==> src/hdl/lzes_pkg.sv <==
`default_nettype none
// ----------------------------------------------------------------------------
// lzes_pkg
// Shared types and constants of the Lorenz Euler step unit.
// ----------------------------------------------------------------------------
package lzes_pkg;

  localparam int unsigned CoordW    = 32;  // Q8.24 coordinate
  localparam int unsigned CoefW     = 32;  // Q8.24 coefficient
  localparam int unsigned DtW       = 25;  // unsigned Q1.24 time step
  localparam int unsigned FracW     = 24;  // fraction bits
  localparam int unsigned DiffW     = 33;  // Q9.24 difference
  localparam int unsigned TermW     = 41;  // reduced product
  localparam int unsigned DerivW    = 42;  // derivative
  localparam int unsigned HiW       = DerivW - FracW;       // 18
  localparam int unsigned PartHiW   = DtW + 1 + HiW;        // 44
  localparam int unsigned PartLoW   = DtW;                  // 25
  localparam int unsigned StepW     = PartHiW + 1;          // 45
  localparam int unsigned SumW      = StepW + 1;            // 46
  localparam int unsigned NumStages = 6;
  localparam int unsigned FrontStages = 3;
  localparam int unsigned CfgIdxW   = 4;
  localparam int unsigned CfgDataW  = 32;

  localparam logic signed [CoefW-1:0] SigmaRst = 32'sd167772160;
  localparam logic signed [CoefW-1:0] RhoRst   = 32'sd469762048;
  localparam logic signed [CoefW-1:0] BetaRst  = 32'sd44739243;
  localparam logic        [DtW-1:0]   DtRst    = 25'd16777;

  typedef enum logic [CfgIdxW-1:0] {
    CfgSigma    = 4'd0,
    CfgRho      = 4'd1,
    CfgBeta     = 4'd2,
    CfgTimeStep = 4'd3
  } cfg_idx_e;

  typedef struct packed {
    logic signed [CoefW-1:0] sigma;
    logic signed [CoefW-1:0] rho;
    logic signed [CoefW-1:0] beta;
    logic        [DtW-1:0]   time_step;
  } cfg_t;

  typedef struct packed {
    logic signed [CoordW-1:0] x;
    logic signed [CoordW-1:0] y;
    logic signed [CoordW-1:0] z;
  } point_t;

  typedef struct packed {
    logic signed [DerivW-1:0] dx;
    logic signed [DerivW-1:0] dy;
    logic signed [DerivW-1:0] dz;
  } deriv_t;

endpackage
`default_nettype wire

==> src/hdl/lzes_cfg_regs.sv <==
`default_nettype none
// ----------------------------------------------------------------------------
// lzes_cfg_regs
// Coefficient and time step registers, written through the config port.
// ----------------------------------------------------------------------------
module lzes_cfg_regs (
  input  wire logic                          clk_i,
  input  wire logic                          rst_ni,
  input  wire logic                          cfg_valid_i,
  input  wire logic [lzes_pkg::CfgIdxW-1:0]  cfg_index_i,
  input  wire logic [lzes_pkg::CfgDataW-1:0] cfg_data_i,
  output lzes_pkg::cfg_t                     cfg_o
);

  lzes_pkg::cfg_t cfg_q, cfg_d;

  always_comb begin
    cfg_d = cfg_q;
    if (cfg_valid_i) begin
      case (cfg_index_i)
        lzes_pkg::CfgSigma:    cfg_d.sigma     = cfg_data_i;
        lzes_pkg::CfgRho:      cfg_d.rho       = cfg_data_i;
        lzes_pkg::CfgBeta:     cfg_d.beta      = cfg_data_i;
        lzes_pkg::CfgTimeStep: cfg_d.time_step = cfg_data_i[lzes_pkg::DtW-1:0];
        default:               cfg_d           = cfg_q;  // drop unknown index
      endcase
    end
  end

  always_ff @(posedge clk_i or negedge rst_ni) begin
    if (!rst_ni) begin
      cfg_q.sigma     <= lzes_pkg::SigmaRst;
      cfg_q.rho       <= lzes_pkg::RhoRst;
      cfg_q.beta      <= lzes_pkg::BetaRst;
      cfg_q.time_step <= lzes_pkg::DtRst;
    end else begin
      cfg_q <= cfg_d;
    end
  end

  assign cfg_o = cfg_q;

endmodule
`default_nettype wire

==> config.mk <==
export PLATFORM = sky130hd
export DESIGN_NAME = lzes_cfg_regs
export DESIGN_NICKNAME = d
export VERILOG_FILES = /design/src/hdl/lzes_pkg.sv /design/src/hdl/lzes_cfg_regs.sv
export SDC_FILE = /design/constraint.sdc
export NUM_CORES = 1
export LEC_CHECK = 0
export ABC_AREA = 0
export BUFFER_PORTS_ARGS = -buffer_cell sky130_fd_sc_hd__buf_2
export CELL_PAD_IN_SITES_DETAIL_PLACEMENT = 0
export CELL_PAD_IN_SITES_GLOBAL_PLACEMENT = 2
export CORE_MARGIN = 2
export CORE_UTILIZATION = 30
export CTS_BUF_LIST = sky130_fd_sc_hd__clkbuf_4
export DETAILED_ROUTE_END_ITERATION = 8
export PLACE_DENSITY = 0.72
export SLEW_MARGIN = 20
export SYNTH_ARGS = -nofsm -noshare
export SYNTH_HDL_FRONTEND = slang
export SYNTH_SLANG_ARGS = --single-unit
==> constraint.sdc <==
create_clock -name clk_i -period 1 [get_ports clk_i]
set_input_delay 0.1 -clock clk_i [delete_from_list [all_inputs] [get_ports clk_i]]
set_output_delay 0.1 -clock clk_i [all_outputs]
set_load 0.05 [all_outputs]
==> impl_results.html <==
<table>
<tr><th>Metric</th><th>Value</th></tr>
<tr><th colspan="2">Worst setup path</th></tr>
<tr><td>Data required, critical path</td><td>roughly 0.90 ns</td></tr>
<tr><td>Data arrival time of the critical path</td><td>1.21 ns</td></tr>
<tr><td>Depth of the critical timing path with buffers and inverters included</td><td>1</td></tr>
<tr><td>Class of the most critical setup path</td><td>flop to output pin</td></tr>
<tr><td>Max Fanout on Critical Path</td><td>2</td></tr>
<tr><td>Worst setup startpoint</td><td>cfg_o[85]$_DFFE_PN1P_</td></tr>
<tr><td>FF-to-FF End</td><td>cfg_o[74]$_DFFE_PN0P_</td></tr>
<tr><td>Source of the worst register-to-register timing path</td><td>cfg_o[74]$_DFFE_PN0P_</td></tr>
<tr><td>Crit-path leading delay family</td><td>flip-flops</td></tr>
<tr><td>Depth of the worst register-to-register path</td><td>3</td></tr>
<tr><td>Cell-by-cell listing of the critical path</td><td>buf_8</td></tr>
<tr><td>Number of buffers and inverters on the critical path</td><td>1</td></tr>
<tr><td>Slowest stage cell on the critical path</td><td>dfstp_2</td></tr>
<tr><td>Type of destination of the critical path</td><td>output pin</td></tr>
<tr><td>Nature of the critical path startpoint</td><td>flop</td></tr>
<tr><td>Slack of the worst reg-to-reg path</td><td>-0.02 ns</td></tr>
<tr><td>Crit-path max cell delay</td><td>0.57 ns</td></tr>
<tr><th colspan="2">Placed design</th></tr>
<tr><td>Dpl ws</td><td>-0.402 ns</td></tr>
<tr><td>Total placed cells including tap cells</td><td>605</td></tr>
<tr><td>Area post-placement</td><td>~5800 um^2</td></tr>
<tr><td>Buffers added on ports</td><td>159</td></tr>
<tr><td>Weighted congestion reported at the end of routability-driven placement</td><td>0.716</td></tr>
<tr><td>Post-detail-place hpwl</td><td>around 7600 um</td></tr>
<tr><th colspan="2">Route</th></tr>
<tr><td>Mean routed wirelength per cell</td><td>roughly 16 um</td></tr>
<tr><td>Vias per cell</td><td>around 4.4</td></tr>
<tr><td>Detailed-router iteration count before antenna repair</td><td>3</td></tr>
<tr><td>Number of vias in the routed layout</td><td>slightly above 3000</td></tr>
<tr><td>Initial detailed-routing violation count</td><td>86</td></tr>
<tr><td># DRC</td><td>0</td></tr>
<tr><td>Routed wire length</td><td>11400 um</td></tr>
<tr><td>Number of antenna-violating nets in the routed design</td><td>0</td></tr>
<tr><th colspan="2">Final layout</th></tr>
<tr><td>Most used cells in the layout excluding fill and tap cells</td><td>buf_6 (101), dfrtp_1 (97), mux2_2 (80)</td></tr>
<tr><td>Most common cell after layout, fill and taps aside</td><td>buf_6</td></tr>
<tr><td>Fill cell count</td><td>about 1300</td></tr>
<tr><td>Design area</td><td>around 7500 um^2</td></tr>
<tr><td>Max reg flops</td><td>121</td></tr>
<tr><td>Non-filler cells in the finished layout</td><td>approximately 700</td></tr>
<tr><td>Number of nets at the end of the flow</td><td>540</td></tr>
<tr><td>Sequential standard cell area</td><td>slightly above 3000 um^2</td></tr>
<tr><td>Share of cells above drive strength 1</td><td>0.725</td></tr>
<tr><td>Growth of design area from synthesis to finish</td><td>63.4%</td></tr>
<tr><td>Total area of multi-input combinational cells</td><td>between 1500 and 2000 um^2</td></tr>
<tr><th colspan="2">STA</th></tr>
<tr><td>RSZ-0062 raised after global routing</td><td>true</td></tr>
<tr><td>Slew margin rel.</td><td>0.785</td></tr>
<tr><td>Period utilisation layout</td><td>1.31</td></tr>
<tr><td>Final Hold Vio Count</td><td>0</td></tr>
<tr><td>Number of max-slew violations in the final report</td><td>0</td></tr>
<tr><td>Final count of negative-setup-slack endpoints</td><td>around 130</td></tr>
<tr><td>Maximum achievable frequency</td><td>around 760 MHz</td></tr>
<tr><td>Fin Clk Skew</td><td>0 ns</td></tr>
<tr><td>Final worst-path setup slack</td><td>-0.309 ns</td></tr>
<tr><td>Transition time at the pin with the least slew margin</td><td>0.322 ns</td></tr>
<tr><td>Final min period</td><td>1.31 ns</td></tr>
<tr><th colspan="2">Clock network</th></tr>
<tr><td>Max H-tree Level</td><td>4</td></tr>
<tr><td>Clock sink count</td><td>about 120</td></tr>
<tr><td>Number of CTS-inserted buffers</td><td>17</td></tr>
<tr><td>Clock root cell</td><td>clkbuf_4</td></tr>
<tr><td>Clock-pin slew on the worst setup and hold paths</td><td>between 0.1 and 0.15 ns</td></tr>
<tr><td>CTS tree</td><td>yes</td></tr>
<tr><td>Skew-Pair Late Insertion Delay</td><td>about 0.48 ns</td></tr>
<tr><td>Number of buffers on the longest clock path</td><td>2</td></tr>
<tr><th colspan="2">Floorplanning</th></tr>
<tr><td>Standard-cell row count</td><td>45</td></tr>
<tr><td>Floorplan die width</td><td>between 100 and 150 um</td></tr>
<tr><td>Placeable Area</td><td>15100 um^2</td></tr>
<tr><td>Die outline area</td><td>approximately 16000 um^2</td></tr>
<tr><td>Top-Level Pins</td><td>160</td></tr>
<tr><td>Starting density of the core</td><td>0.304</td></tr>
<tr><td>Vertical die dimension</td><td>128 um</td></tr>
<tr><th colspan="2">Logic synthesis</th></tr>
<tr><td>Number of warnings printed during yosys synthesis</td><td>0</td></tr>
<tr><td>Share of the yosys chip area belonging to registers</td><td>0.667</td></tr>
<tr><td>Post-Synthesis Cells</td><td>260</td></tr>
<tr><td>Synth cell types</td><td>13</td></tr>
<tr><td>Net Count, Synth</td><td>299</td></tr>
<tr><td>Count of state elements after synthesis</td><td>around 120</td></tr>
<tr><td>Synthesized area divided by synthesized cell count</td><td>approximately 18 um^2</td></tr>
<tr><td>Mapped cell area</td><td>around 4600 um^2</td></tr>
<tr><th colspan="2">Run</th></tr>
<tr><td>Max-Cap Viols</td><td>0</td></tr>
<tr><th colspan="2">Pwr</th></tr>
<tr><td>Largest voltage drop on the vdd net</td><td>roughly 1400 uV</td></tr>
<tr><td>Power per cell area</td><td>2570 nW/um^2</td></tr>
<tr><td>Lkg Pwr</td><td>3.52 nW</td></tr>
<tr><th colspan="2">Global routing</th></tr>
<tr><td>First-pass GRT wire length</td><td>18000 um</td></tr>
<tr><td>Global Route Usage Sum</td><td>0.145</td></tr>
<tr><td>Pin count of the biggest net entering global routing</td><td>51</td></tr>
<tr><td>Antenna violations before repair</td><td>1</td></tr>
<tr><td>Total grt overflow</td><td>0</td></tr>
<tr><td>Number of global-route vias before repair</td><td>3262</td></tr>
<tr><th colspan="2">Status</th></tr>
<tr><td>Outcome</td><td>complete, but fails checks</td></tr>
<tr><td>Violations in the final reports</td><td>negative setup slack</td></tr>
<tr><th colspan="2">Min path</th></tr>
<tr><td>Hold/Removal Path Class</td><td>input pin to asynchronous set/reset pin</td></tr>
</table>
cell families after synthesis:
group / after synthesis / share of synthesized area
buffers and inverters: 13 / 0.0256
DFF: 121 / 0.667
and+or+nand+nor: 5 / 0.0104
muxes: 121 / 0.297
tightest hold or removal path, cell delays in order:
cell	delay [ns]
dlygate4sd3_1	0.54
buf_4	0.15
buf_12	0.25
synthesized netlist by cell type:
cell,number,area (um^2)
and4b_1,1,10.0
buf_2,3,15.0
buf_4,1,7.51
buf_6,8,90.1
clkbuf_2,1,5.00
dfrtp_1,97,2430
dfstp_2,24,631
mux2_1,10,113
mux2_2,111,1250
nand4_2,1,12.5
nand4b_1,1,8.76
nor2_2,1,6.26
nor4bb_1,1,10.0
where the power goes:
part	switching (mW)	internal, mW
clock	1.75	1.26
combinational	5.28	3.89
sequential	0.891	6.21
stage by stage:
step	utilization	setup TNS (ns)	hold slack, ns	power, mW
after floorplan	-	-8.74	-0.196	12.1
after global placement	0.385	-30.58	0.126	13.8
after detailed placement	0.385	-33.43	0.123	13.9
after CTS	0.488	-31.94	0.0982	19.3
after global routing	0.497	-35.80	0.0971	20.1
final	0.497	-21.81	0.171	19.3
area by class of cell:
class / count / share of cell area
timing repair buffer: 235 / 0.320
multi-input combinational: 126 / 0.209
clock inverter: 11 / 0.0110
antenna: 1 / 0.000334
sequential: 121 / 0.408
clock buffer: 20 / 0.0200
tap: 188 / 0.0314
worst max path at each step:
stage	end	slack (ns)
2_1_floorplan	cfg_o[100]$_DFFE_PN0P_	-0.17
3_3_place_gp	cfg_o[105]$_DFFE_PN0P_	-0.36
3_5_place_dp	cfg_o[106]$_DFFE_PN0P_	-0.40
4_1_cts	cfg_o[28]	-0.40
5_1_grt	cfg_o[34]	-0.43
6_report	cfg_o[85]	-0.31
repair_timing:
action                     4_1_cts  5_1_grt
hold endpoints to repair       242        0
resized for setup              266        6
setup endpoints to repair      121      121
buffers inserted                19       13
gates cloned                     0        0
hold buffers                    33        0
metal layers:
metal  wire, um  track usage
met1       5070        0.187
met2       5540        0.227
met3        634       0.0544
met4        120       0.0485
met5          0            0
No activity file was read; power rests on OpenSTA's default activity.
